[config.mk]
export PLATFORM = sky130hd
export DESIGN_NAME = register_interval_range_splitter
export DESIGN_NICKNAME = d
export VERILOG_FILES = /design/src/rirs_pkg.sv /design/src/rirs_front.sv /design/src/rirs_back.sv /design/src/register_interval_range_splitter.sv
export SDC_FILE = /design/constraint.sdc
export NUM_CORES = 2
export LEC_CHECK = 0
export BUFFER_PORTS_ARGS = -buffer_cell sky130_fd_sc_hd__buf_2
export CAP_MARGIN = 20
export CORE_MARGIN = 4
export CORE_UTILIZATION = 60
export CTS_CLUSTER_DIAMETER = 120
export DETAILED_ROUTE_END_ITERATION = 10
export PLACE_DENSITY = 0.77
export SYNTH_ARGS = -nofsm -noshare
export SYNTH_HDL_FRONTEND = slang
export SYNTH_SLANG_ARGS = --single-unit
[constraint.sdc]
create_clock -name clk_i -period 24.7 [get_ports clk_i]
set_clock_uncertainty 0.2 [all_clocks]
set_input_delay 1.235 -clock clk_i [delete_from_list [all_inputs] [get_ports clk_i]]
set_output_delay 1.235 -clock clk_i [all_outputs]
set_load 0.01 [all_outputs]
[src/rirs_pkg.sv]
// shared types and constants for the register interval range splitter
`timescale 1ns / 1ps
package rirs_pkg;

  localparam int unsigned NumIntervals = 16;
  localparam int unsigned IdxW = 4;
  localparam int unsigned CfgIdxW = 1;
  localparam int unsigned CfgDataW = 7;
  localparam logic [16:0] AddrTop = 17'h0FFFF;

  typedef enum logic [1:0] {
    FUNC_LOAD   = 2'd0,
    FUNC_COMMIT = 2'd1,
    FUNC_READ   = 2'd2,
    FUNC_RSVD   = 2'd3
  } func_e;

  typedef enum logic [1:0] {
    ST_OK        = 2'd0,
    ST_BAD_ARG   = 2'd1,
    ST_TBL_BAD   = 2'd2,
    ST_NOT_CONTIG = 2'd3
  } status_e;

  typedef enum logic [0:0] {
    REG_CELL_SIZE = 1'b0,
    REG_INTERVAL_COUNT = 1'b1
  } reg_idx_e;

  // classified item handed from the front part to the back part
  typedef struct packed {
    func_e       func;
    logic [3:0]  entry_index;
    logic [15:0] address;
    logic [15:0] count;
  } cmd_t;

  typedef struct packed {
    logic [1:0]  status;
    logic [3:0]  segment_index;
    logic [21:0] byte_offset;
    logic [22:0] byte_size;
    logic        last;
  } res_t;

endpackage

[src/rirs_front.sv]
// input side: accepts transactions into a two-entry queue
`timescale 1ns / 1ps
module rirs_front (
  input  logic             clk_i,
  input  logic             rst_ni,
  input  logic             in_valid_i,
  output logic             in_ready_o,
  input  rirs_pkg::cmd_t   cmd_i,
  output logic             cmd_valid_o,
  input  logic             cmd_ready_i,
  output rirs_pkg::cmd_t   cmd_o
);

  rirs_pkg::cmd_t mem_q [2];
  logic       wr_ptr_q, rd_ptr_q;
  logic [1:0] fill_q;
  logic       push, pop;

  assign in_ready_o  = fill_q != 2'd2;
  assign cmd_valid_o = fill_q != 2'd0;
  assign cmd_o       = mem_q[rd_ptr_q];
  assign push = in_valid_i && in_ready_o;
  assign pop  = cmd_valid_o && cmd_ready_i;

  always_ff @(posedge clk_i) begin
    if (push) begin
      mem_q[wr_ptr_q] <= cmd_i;
    end
  end

  always_ff @(posedge clk_i or negedge rst_ni) begin
    if (!rst_ni) begin
      wr_ptr_q <= 1'b0;
      rd_ptr_q <= 1'b0;
      fill_q   <= 2'd0;
    end else begin
      if (push) wr_ptr_q <= ~wr_ptr_q;
      if (pop) rd_ptr_q <= ~rd_ptr_q;
      fill_q <= fill_q + {1'b0, push} - {1'b0, pop};
    end
  end

endmodule

[src/rirs_back.sv]
// execution side: table, commit check, binary searches and segment output
`timescale 1ns / 1ps
module rirs_back (
  input  logic                  clk_i,
  input  logic                  rst_ni,
  input  logic                  cfg_we_i,
  input  logic [0:0]            cfg_idx_i,
  input  logic [6:0]            cfg_data_i,
  input  logic                  cmd_valid_i,
  output logic                  cmd_ready_o,
  input  rirs_pkg::cmd_t        cmd_i,
  output logic                  out_valid_o,
  input  logic                  out_ready_i,
  output rirs_pkg::res_t        res_o
);

  typedef enum logic [6:0] {
    S_IDLE   = 7'b0000001,
    S_CHECK  = 7'b0000010,
    S_SRCH_S = 7'b0000100,
    S_SRCH_E = 7'b0001000,
    S_JOIN   = 7'b0010000,
    S_EMIT   = 7'b0100000,
    S_OUT    = 7'b1000000
  } state_e;

  state_e      state_q;
  logic [15:0] start_q [16];
  logic [16:0] len_q   [16];
  logic        ready_q;
  logic [6:0]  cell_q;
  logic [4:0]  icnt_q;

  rirs_pkg::cmd_t cmd_q;
  logic [4:0]  lo_q, hi_q;
  logic [3:0]  i_q, s_q, e_q;
  logic [16:0] end_q;     // last address of previous interval
  logic [16:0] rem_q;
  logic [16:0] tgt;
  logic        is_last_q;
  rirs_pkg::res_t res_q;
  logic        res_v_q;

  logic        cnt_ok;
  logic [4:0]  mid;
  logic [3:0]  lm1;
  logic [16:0] addr_end;  // addr + cnt - 1
  logic [17:0] ival_end;  // start + len - 1 for entry i
  logic [16:0] off, seg_sz;
  logic        out_free;
  logic        take;
  logic        res_load;

  assign cnt_ok   = icnt_q != 5'd0 && icnt_q <= 5'(rirs_pkg::NumIntervals);
  assign mid      = 5'((6'(lo_q) + 6'(hi_q)) >> 1);
  assign lm1      = 4'(lo_q - 5'd1);
  assign addr_end = 17'(cmd_q.address) + 17'(cmd_q.count) - 17'd1;
  assign tgt      = (state_q == S_SRCH_S) ? 17'(cmd_q.address) : addr_end;
  assign ival_end = 18'(start_q[i_q]) + 18'(len_q[i_q]) - 18'd1;
  assign off      = (i_q == s_q) ? 17'(cmd_q.address) - 17'(start_q[i_q]) : 17'd0;
  assign seg_sz   = (i_q == e_q) ? rem_q : len_q[i_q] - off;
  assign out_free = !res_v_q || out_ready_i;
  // a new transaction only starts once the previous result is gone
  assign take     = state_q == S_IDLE && cmd_valid_i && out_free;
  assign res_load = out_free && (state_q == S_OUT || (state_q == S_EMIT && is_last_q));

  assign cmd_ready_o = state_q == S_IDLE && out_free;
  assign out_valid_o = res_v_q;
  assign res_o       = res_q;

  always_ff @(posedge clk_i) begin
    if (take && cmd_i.func == rirs_pkg::FUNC_LOAD) begin
      start_q[cmd_i.entry_index] <= cmd_i.address;
      len_q[cmd_i.entry_index]   <= {1'b0, cmd_i.count};
    end
  end

  always_ff @(posedge clk_i) begin
    if (take) cmd_q <= cmd_i;
  end

  // control, configuration and result registers
  always_ff @(posedge clk_i or negedge rst_ni) begin
    if (!rst_ni) begin
      state_q <= S_IDLE;
      ready_q <= 1'b0;
      cell_q  <= 7'd2;
      icnt_q  <= 5'd1;
      res_v_q <= 1'b0;
      lo_q <= '0; hi_q <= '0; i_q <= '0; s_q <= '0; e_q <= '0;
      end_q <= '0; rem_q <= '0; is_last_q <= 1'b0; res_q <= '0;
    end else begin
      if (res_load) res_v_q <= 1'b1;
      else if (res_v_q && out_ready_i) res_v_q <= 1'b0;
      if (cfg_we_i) begin
        unique case (cfg_idx_i)
          rirs_pkg::REG_CELL_SIZE: cell_q <= cfg_data_i;
          rirs_pkg::REG_INTERVAL_COUNT: begin
            icnt_q  <= cfg_data_i[4:0];
            ready_q <= 1'b0;
          end
          default: ;
        endcase
      end
      unique case (state_q)
        S_IDLE: begin
          if (take) begin
            unique case (cmd_i.func)
              rirs_pkg::FUNC_LOAD: begin
                ready_q <= 1'b0;
                res_q <= '{status: rirs_pkg::ST_OK, segment_index: '0,
                           byte_offset: '0, byte_size: '0, last: 1'b1};
                state_q <= S_OUT;
              end
              rirs_pkg::FUNC_COMMIT: begin
                ready_q <= 1'b0;
                i_q <= '0;
                end_q <= '0;
                if (!cnt_ok) begin
                  res_q <= '{status: rirs_pkg::ST_BAD_ARG, segment_index: '0,
                             byte_offset: '0, byte_size: '0, last: 1'b1};
                  state_q <= S_OUT;
                end else begin
                  state_q <= S_CHECK;
                end
              end
              rirs_pkg::FUNC_READ: begin
                if (!ready_q || cmd_i.count == 16'd0 || cell_q == 7'd0
                    || cell_q > 7'd64 || !cnt_ok) begin
                  res_q <= '{status: rirs_pkg::ST_BAD_ARG, segment_index: '0,
                             byte_offset: '0, byte_size: '0, last: 1'b1};
                  state_q <= S_OUT;
                end else if (17'(cmd_i.address) + 17'(cmd_i.count) - 17'd1
                             > rirs_pkg::AddrTop) begin
                  res_q <= '{status: rirs_pkg::ST_NOT_CONTIG, segment_index: '0,
                             byte_offset: '0, byte_size: '0, last: 1'b1};
                  state_q <= S_OUT;
                end else begin
                  res_q <= '{status: rirs_pkg::ST_BAD_ARG, segment_index: '0,
                             byte_offset: '0, byte_size: '0, last: 1'b1};
                  lo_q <= '0;
                  hi_q <= icnt_q;
                  state_q <= S_SRCH_S;
                end
              end
              default: begin
                res_q <= '{status: rirs_pkg::ST_BAD_ARG, segment_index: '0,
                           byte_offset: '0, byte_size: '0, last: 1'b1};
                state_q <= S_OUT;
              end
            endcase
          end
        end
        S_CHECK: begin
          // one table entry per cycle
          if (len_q[i_q] == 17'd0 || ival_end > 18'(rirs_pkg::AddrTop)
              || (i_q != 4'd0 && end_q >= 17'(start_q[i_q]))) begin
            res_q <= '{status: rirs_pkg::ST_TBL_BAD, segment_index: '0,
                       byte_offset: '0, byte_size: '0, last: 1'b1};
            state_q <= S_OUT;
          end else if (5'(i_q) + 5'd1 == icnt_q) begin
            ready_q <= 1'b1;
            res_q <= '{status: rirs_pkg::ST_OK, segment_index: '0,
                       byte_offset: '0, byte_size: '0, last: 1'b1};
            state_q <= S_OUT;
          end else begin
            end_q <= ival_end[16:0];
            i_q <= i_q + 4'd1;
          end
        end
        S_SRCH_S, S_SRCH_E: begin
          if (lo_q < hi_q) begin
            if (17'(start_q[mid[3:0]]) > tgt) hi_q <= mid;
            else lo_q <= mid + 5'd1;
          end else begin
            i_q <= lm1;
            if (lo_q == 5'd0) begin
              res_q.status <= rirs_pkg::ST_NOT_CONTIG;
              state_q <= S_OUT;
            end else if (state_q == S_SRCH_S) begin
              s_q <= lm1;
              lo_q <= '0;
              hi_q <= icnt_q;
              state_q <= S_SRCH_E;
            end else begin
              e_q <= lm1;
              state_q <= S_JOIN;
            end
          end
          // containment check done on lm1 later via JOIN; see below
        end
        S_JOIN: begin
          // i_q starts at e; verify containment of both ends, then joins
          if (18'(start_q[s_q]) + 18'(len_q[s_q]) - 18'd1 < 18'(cmd_q.address)
              || ival_end < 18'(addr_end) || e_q < s_q) begin
            res_q.status <= rirs_pkg::ST_NOT_CONTIG;
            state_q <= S_OUT;
          end else begin
            i_q <= s_q;
            end_q <= '0;
            state_q <= S_EMIT;
            is_last_q <= 1'b0;
            rem_q <= 17'(cmd_q.count);
          end
        end
        S_EMIT: begin
          if (!is_last_q) begin
            // first pass: check joins s..e-1
            if (i_q == e_q) begin
              is_last_q <= 1'b1;
              i_q <= s_q;
            end else if (17'(start_q[i_q]) + len_q[i_q]
                         != 17'(start_q[i_q + 4'd1])) begin
              res_q.status <= rirs_pkg::ST_NOT_CONTIG;
              state_q <= S_OUT;
            end else begin
              i_q <= i_q + 4'd1;
            end
          end else if (out_free) begin
            res_q.status        <= rirs_pkg::ST_OK;
            res_q.segment_index <= i_q;
            res_q.byte_offset   <= 22'(off) * 22'(cell_q);
            res_q.byte_size     <= 23'(24'(seg_sz) * 24'(cell_q));
            res_q.last          <= i_q == e_q;
            rem_q <= rem_q - seg_sz;
            if (i_q == e_q) state_q <= S_IDLE;
            else i_q <= i_q + 4'd1;
          end
        end
        S_OUT: begin
          if (out_free) begin
            state_q <= S_IDLE;
          end
        end
        default: state_q <= S_IDLE;
      endcase
    end
  end

endmodule

[src/register_interval_range_splitter.sv]
// top level of the register interval range splitter
//
// items arrive on the in_ channel (func, entry_index, address, count) and
// results leave on the out_ channel, both valid/ready. a load or commit
// gives one result; a read gives one result per covered interval, the
// final one flagged by last_o, or a single error result.
// a two-entry queue sits in front of the execution engine, so items are
// taken while the engine works or while a result waits for the receiver.
// a load writes one table entry; a commit checks the entries one by one; a
// read runs two binary searches, checks containment and one join per covered
// interval, then emits the segments in order. the engine handles one item
// at a time and starts the next once the last result has been taken; the
// binary searches and the per-interval passes set that pace.
// reset clears table_ready, sets cell_size 2 and interval_count 1; table
// contents are undefined until loaded.
// a stalled receiver holds the engine; the input queue fills and then
// drops in_ready_o. configuration writes belong in idle periods only.
`timescale 1ns / 1ps
module register_interval_range_splitter (
  input  logic        clk_i,
  input  logic        rst_ni,
  input  logic        cfg_we_i,
  input  logic [0:0]  cfg_idx_i,
  input  logic [6:0]  cfg_data_i,
  input  logic        in_valid_i,
  output logic        in_ready_o,
  input  logic [1:0]  func_i,
  input  logic [3:0]  entry_index_i,
  input  logic [15:0] address_i,
  input  logic [15:0] count_i,
  output logic        out_valid_o,
  input  logic        out_ready_i,
  output logic [1:0]  status_o,
  output logic [3:0]  segment_index_o,
  output logic [21:0] byte_offset_o,
  output logic [22:0] byte_size_o,
  output logic        last_o
);

  rirs_pkg::cmd_t in_cmd, q_cmd;
  rirs_pkg::res_t res;
  logic q_valid, q_ready;

  assign in_cmd.func        = rirs_pkg::func_e'(func_i);
  assign in_cmd.entry_index = entry_index_i;
  assign in_cmd.address     = address_i;
  assign in_cmd.count       = count_i;

  rirs_front u_front (
    .clk_i, .rst_ni, .in_valid_i, .in_ready_o,
    .cmd_i(in_cmd), .cmd_valid_o(q_valid), .cmd_ready_i(q_ready), .cmd_o(q_cmd)
  );

  rirs_back u_back (
    .clk_i, .rst_ni, .cfg_we_i, .cfg_idx_i, .cfg_data_i,
    .cmd_valid_i(q_valid), .cmd_ready_o(q_ready), .cmd_i(q_cmd),
    .out_valid_o, .out_ready_i, .res_o(res)
  );

  assign status_o        = res.status;
  assign segment_index_o = res.segment_index;
  assign byte_offset_o   = res.byte_offset;
  assign byte_size_o     = res.byte_size;
  assign last_o          = res.last;

endmodule

==> impl_table.tex <==
\begin{tabular}{lr}
\hline
Metric & Value \\
\hline
\multicolumn{2}{l}{\textbf{Status}} \\
Outcome & complete, no violations \\
\multicolumn{2}{l}{\textbf{Setup path}} \\
FF-to-FF setup slack & 12.07 ns \\
FF-to-FF Start & u\_back.i\_q[0] \\
Classification of the worst setup path & register to register \\
Data required time of the worst path & 25.10 ns \\
CP startpoint kind & register \\
Critical path's largest stage delay & 0.89 ns \\
Kind of cell adding the most delay to the critical path & compound AO/OA/AOI/OAI gates \\
Maximum fanout along the worst path & 68 \\
Critical path's most frequent cell & sky130\_fd\_sc\_hd\_\_inv\_1 \\
Signal arrival time at the worst endpoint & 13.03 ns \\
Slowest stage cell on the critical path & sky130\_fd\_sc\_hd\_\_dfrtp\_4 \\
WP buf/inv & 7 \\
R2r worst-path depth & 37 \\
Worst R2R End & u\_back.res\_o[23] \\
Crit path capture type & register \\
\multicolumn{2}{l}{\textbf{Clock network}} \\
Clock buffer count from CTS & 82 \\
Post-CTS setup repair buffer count & 0 \\
Clock latency on the worst-skew pair & 0.69 ns \\
Clk slew on worst S/H paths & 0.06 ns \\
CTS resizes & 0 \\
Clock tree from TritonCTS & done \\
\# clock sinks & 754 \\
Clk buf depth & 3 \\
Cell at the root of the clock tree & sky130\_fd\_sc\_hd\_\_clkbuf\_16 \\
H-tree depth reported by CTS & 3 \\
CTS hold repair buffers & 0 \\
\multicolumn{2}{l}{\textbf{Cells and area}} \\
Total inserted antenna cells & 0 \\
Proportion of layout cells with a drive suffix above 1 & 19.1\% \\
Post-Route Utilization & 66.2\% \\
Cell area after layout & 57800 um\^{}2 \\
Post-route insts no fill & 5487 \\
Nets & 4818 \\
P\&R area growth vs syn & 8.92\% \\
\multicolumn{2}{l}{\textbf{Synthesis}} \\
Fraction of post-synthesis cell area in the top cell type by area & 35.1\% \\
Cell type with the largest total area after synthesis & sky130\_fd\_sc\_hd\_\_edfxtp\_1 \\
Largest family of logic cells by synthesized area & multiplexers \\
Simple-gate area share of the yosys netlist & 8.57\% \\
Leading register cell type out of synthesis & sky130\_fd\_sc\_hd\_\_edfxtp\_1 \\
Number of synthesized register bits & 754 \\
Mean area per synthesized cell & 12.6 um\^{}2 \\
Synthesized netlist cell count & 4211 \\
Post-synth ARST share & 17.8\% \\
Multiplexer share of the synthesized area & 20.5\% \\
Sequential share of the synthesized area & 41.4\% \\
YS warnings & 0 \\
Number of nets in the synthesized netlist & 4764 \\
Main area contributors after synthesis & sky130\_fd\_sc\_hd\_\_edfxtp\_1 (35\%), sky130\_fd\_sc\_hd\_\_mux4\_2 (19\%), sky130\_fd\_sc\_hd\_\_ha\_1 (8.2\%) \\
Count of flip-flops with a built-in enable after synthesis & 620 \\
Post-synth design cell area & 53100 um\^{}2 \\
Post-synthesis share of cell area spent on xor and xnor gates & 2.89\% \\
Number of distinct library cell variants in the gate-level netlist after synthesis & 90 \\
Fraction of the mapped netlist area in adder cells & 14.0\% \\
Area fraction in compound gates after synthesis & 7.40\% \\
\multicolumn{2}{l}{\textbf{Timing}} \\
Total Neg Setup Slack & 0 ns \\
Slew at the pin with the worst max-slew slack & 1.18 ns \\
Setup repair after global routing missed its margin & false \\
Final worst path period share & 51.1\% \\
Relative slew margins & 18.8\% \\
Final-report setup violation count & 0 \\
Fmax achieved & 79.2 MHz \\
Time the worst path needs with I/O delays and setup & 12.63 ns \\
Max-slew violations & 0 \\
Final hold violation count & 0 \\
\multicolumn{2}{l}{\textbf{Route}} \\
DRC violation count after routing & 0 \\
Iter 0 DRT Violations & 5385 \\
Routed len/inst & 28.9 um \\
Total Routed Length & 158000 um \\
Avg Vias per Cell & 6.90 \\
Final ANT Viol Nets & 0 \\
DR vias & 37900 \\
Initial DRT Pass Iterations & 7 \\
\multicolumn{2}{l}{\textbf{Pwr}} \\
Leakage component of the power & 22.6 nW \\
Pwr per Cell Area & 103 nW/um\^{}2 \\
Maximum vdd drop & 0.000152 V \\
\multicolumn{2}{l}{\textbf{Placement}} \\
Inst Count DP & 5333 \\
Weighted congestion reported at the end of routability-driven placement & 0.998 \\
Post-DP Area & 54900 um\^{}2 \\
Post-DP HPWL & 106000 um \\
I/O Buffers & 104 \\
\multicolumn{2}{l}{\textbf{GRT}} \\
GRT Overall Usage & 33.9\% \\
Remaining global-route overflow & 0 \\
Maximum number of pins on one net before global-route repair & 92 \\
Via count of the first global-routing pass & 37300 \\
Antenna violations before repair & 3 \\
Wire length of the first global-routing pass & 237000 um \\
\multicolumn{2}{l}{\textbf{Die}} \\
I/O pin total & 105 \\
Overall die width & 305 um \\
Core Box Area & 87300 um\^{}2 \\
Initial standard-cell utilization of the core & 60.8\% \\
Floorplan row count & 108 \\
Height of the die & 305 um \\
Die Footprint & 93300 um\^{}2 \\
\multicolumn{2}{l}{\textbf{Worst hold path}} \\
HP Start & u\_back.res\_o[10] \\
Hold crit path type & register to register \\
Worst Hold End & u\_back.res\_o[10] \\
Worst hold stages & 2 \\
\multicolumn{2}{l}{\textbf{Job}} \\
Number of maximum-capacitance violations & 0 \\
\hline
\end{tabular}
==> worst max path at each step <==
stage / end / cells after the start / slack, ns / from
global placement: u_back.res_o[23] / 37 / 12.48 / u_back.i_q[0]
CTS: u_back.res_o[23] / 37 / 12.17 / u_back.i_q[0]
floorplan: u_back.res_o[23] / 44 / 13.66 / u_back.i_q[0]
detailed placement: u_back.res_o[23] / 37 / 12.19 / u_back.i_q[0]
global route: u_back.res_o[23] / 35 / 11.25 / u_back.i_q[0]
finish: u_back.res_o[23] / 37 / 12.07 / u_back.i_q[0]
==> sequential cells by signal, summed over array words and instances (netlist names), 7 cells and up <==
signal          flops
u_back.cmd_q       32
u_back.rem_q       17
u_back.len_q      256
u_back.res_o       52
u_back.state_q      7
u_back.start_q    256
u_front.mem_q      76
u_back.cell_q       7
u_back.end_q       17
==> stage by stage <==
stage | hold WS, ns | power [mW] | setup WS (ns)
2_1_floorplan | 0.261 | 3.82 | 13.66
5_1_grt | 0.294 | 6.35 | 11.25
4_1_cts | 0.275 | 5.90 | 12.17
3_5_place_dp | 0.261 | 4.60 | 12.19
6_report | 0.268 | 5.96 | 12.07
3_3_place_gp | 0.256 | 4.51 | 12.48
==> routing by layer <==
layer,share of wire [%],global-route usage [%],wire length [um]
met1,35,43.4,54600
met2,46,53.0,72700
met3,12,8.04,19000
met4,7.6,20.3,12000
met5,0.026,0,41
==> worst register-to-register path: cells and delay by family (launching register included) <==
| kind | cells | cell delay [ns] |
|---|---|---|
| fa+ha+maj | 7 | 2.88 |
| flops | 1 | 0.89 |
| simple gates | 8 | 1.96 |
| xor+xnor | 2 | 0.55 |
| compound gates | 11 | 3.10 |
| mux | 2 | 1.18 |
| buf+inv | 7 | 1.79 |
==> synthesized netlist by cell type, types with 19 or more instances <==
| master | instances |
|---|---|
| sky130_fd_sc_hd__edfxtp_1 | 620 |
| sky130_fd_sc_hd__buf_2 | 33 |
| sky130_fd_sc_hd__nor2_1 | 175 |
| sky130_fd_sc_hd__a211oi_1 | 34 |
| sky130_fd_sc_hd__dfrtp_1 | 131 |
| sky130_fd_sc_hd__nor2b_1 | 41 |
| sky130_fd_sc_hd__buf_1 | 34 |
| sky130_fd_sc_hd__nor4_1 | 26 |
| sky130_fd_sc_hd__and3_1 | 51 |
| sky130_fd_sc_hd__nand3_1 | 54 |
| sky130_fd_sc_hd__mux2_2 | 21 |
| sky130_fd_sc_hd__a31oi_1 | 37 |
| sky130_fd_sc_hd__nor3_1 | 39 |
| sky130_fd_sc_hd__ha_1 | 348 |
| sky130_fd_sc_hd__o31ai_1 | 32 |
| sky130_fd_sc_hd__o21ai_0 | 119 |
| sky130_fd_sc_hd__mux4_2 | 443 |
| sky130_fd_sc_hd__mux2i_1 | 65 |
| sky130_fd_sc_hd__a21o_1 | 51 |
| sky130_fd_sc_hd__nand2b_1 | 26 |
| sky130_fd_sc_hd__fa_1 | 154 |
| sky130_fd_sc_hd__a22oi_1 | 19 |
| sky130_fd_sc_hd__o21a_1 | 23 |
| sky130_fd_sc_hd__xnor2_1 | 115 |
| sky130_fd_sc_hd__inv_1 | 493 |
| sky130_fd_sc_hd__nand4_1 | 26 |
| sky130_fd_sc_hd__and2_1 | 111 |
| sky130_fd_sc_hd__nand2_1 | 350 |
| sky130_fd_sc_hd__xor2_1 | 54 |
| sky130_fd_sc_hd__clkbuf_1 | 123 |
| sky130_fd_sc_hd__a21oi_1 | 162 |
==> cells by family after synthesis <==
kind of cell,after synthesis
DFF,754
AOI/OAI and AO/OA,605
buffers and inverters,703
adders and majority gates,502
muxes,530
and+or+nand+nor,945
xor gates and xnor gates,172
==> layout make-up <==
cell class                      instances  area (um^2)
Fill cell                            6114        29500
Inverter                              495         1860
Multi-Input combinational cell       2754        28600
Clock buffer                          106         2200
Sequential cell                       754        22000
Clock inverter                         45          603
Timing Repair Buffer                  178         1130
Tap cell                             1155         1450
==> placed cells by master, fill, tap and decap left out, drive strengths merged, types with 66 or more instances in the layout <==
cell type	n
o21ai	122
buf	177
xnor2	116
mux2i	66
clkbuf	107
nand2	350
nor2	175
mux4	443
dfrtp	131
edfxtp	620
ha	348
inv	498
fa	154
a21oi	163
and2	114
==> power breakdown <==
part	leakage, nW	internal [mW]	switching (mW)
registers	7.33	1.61	0.100
clock network	1.35	0.753	0.537
logic	14.0	1.17	1.79
(Power assumes the default switching activity.)
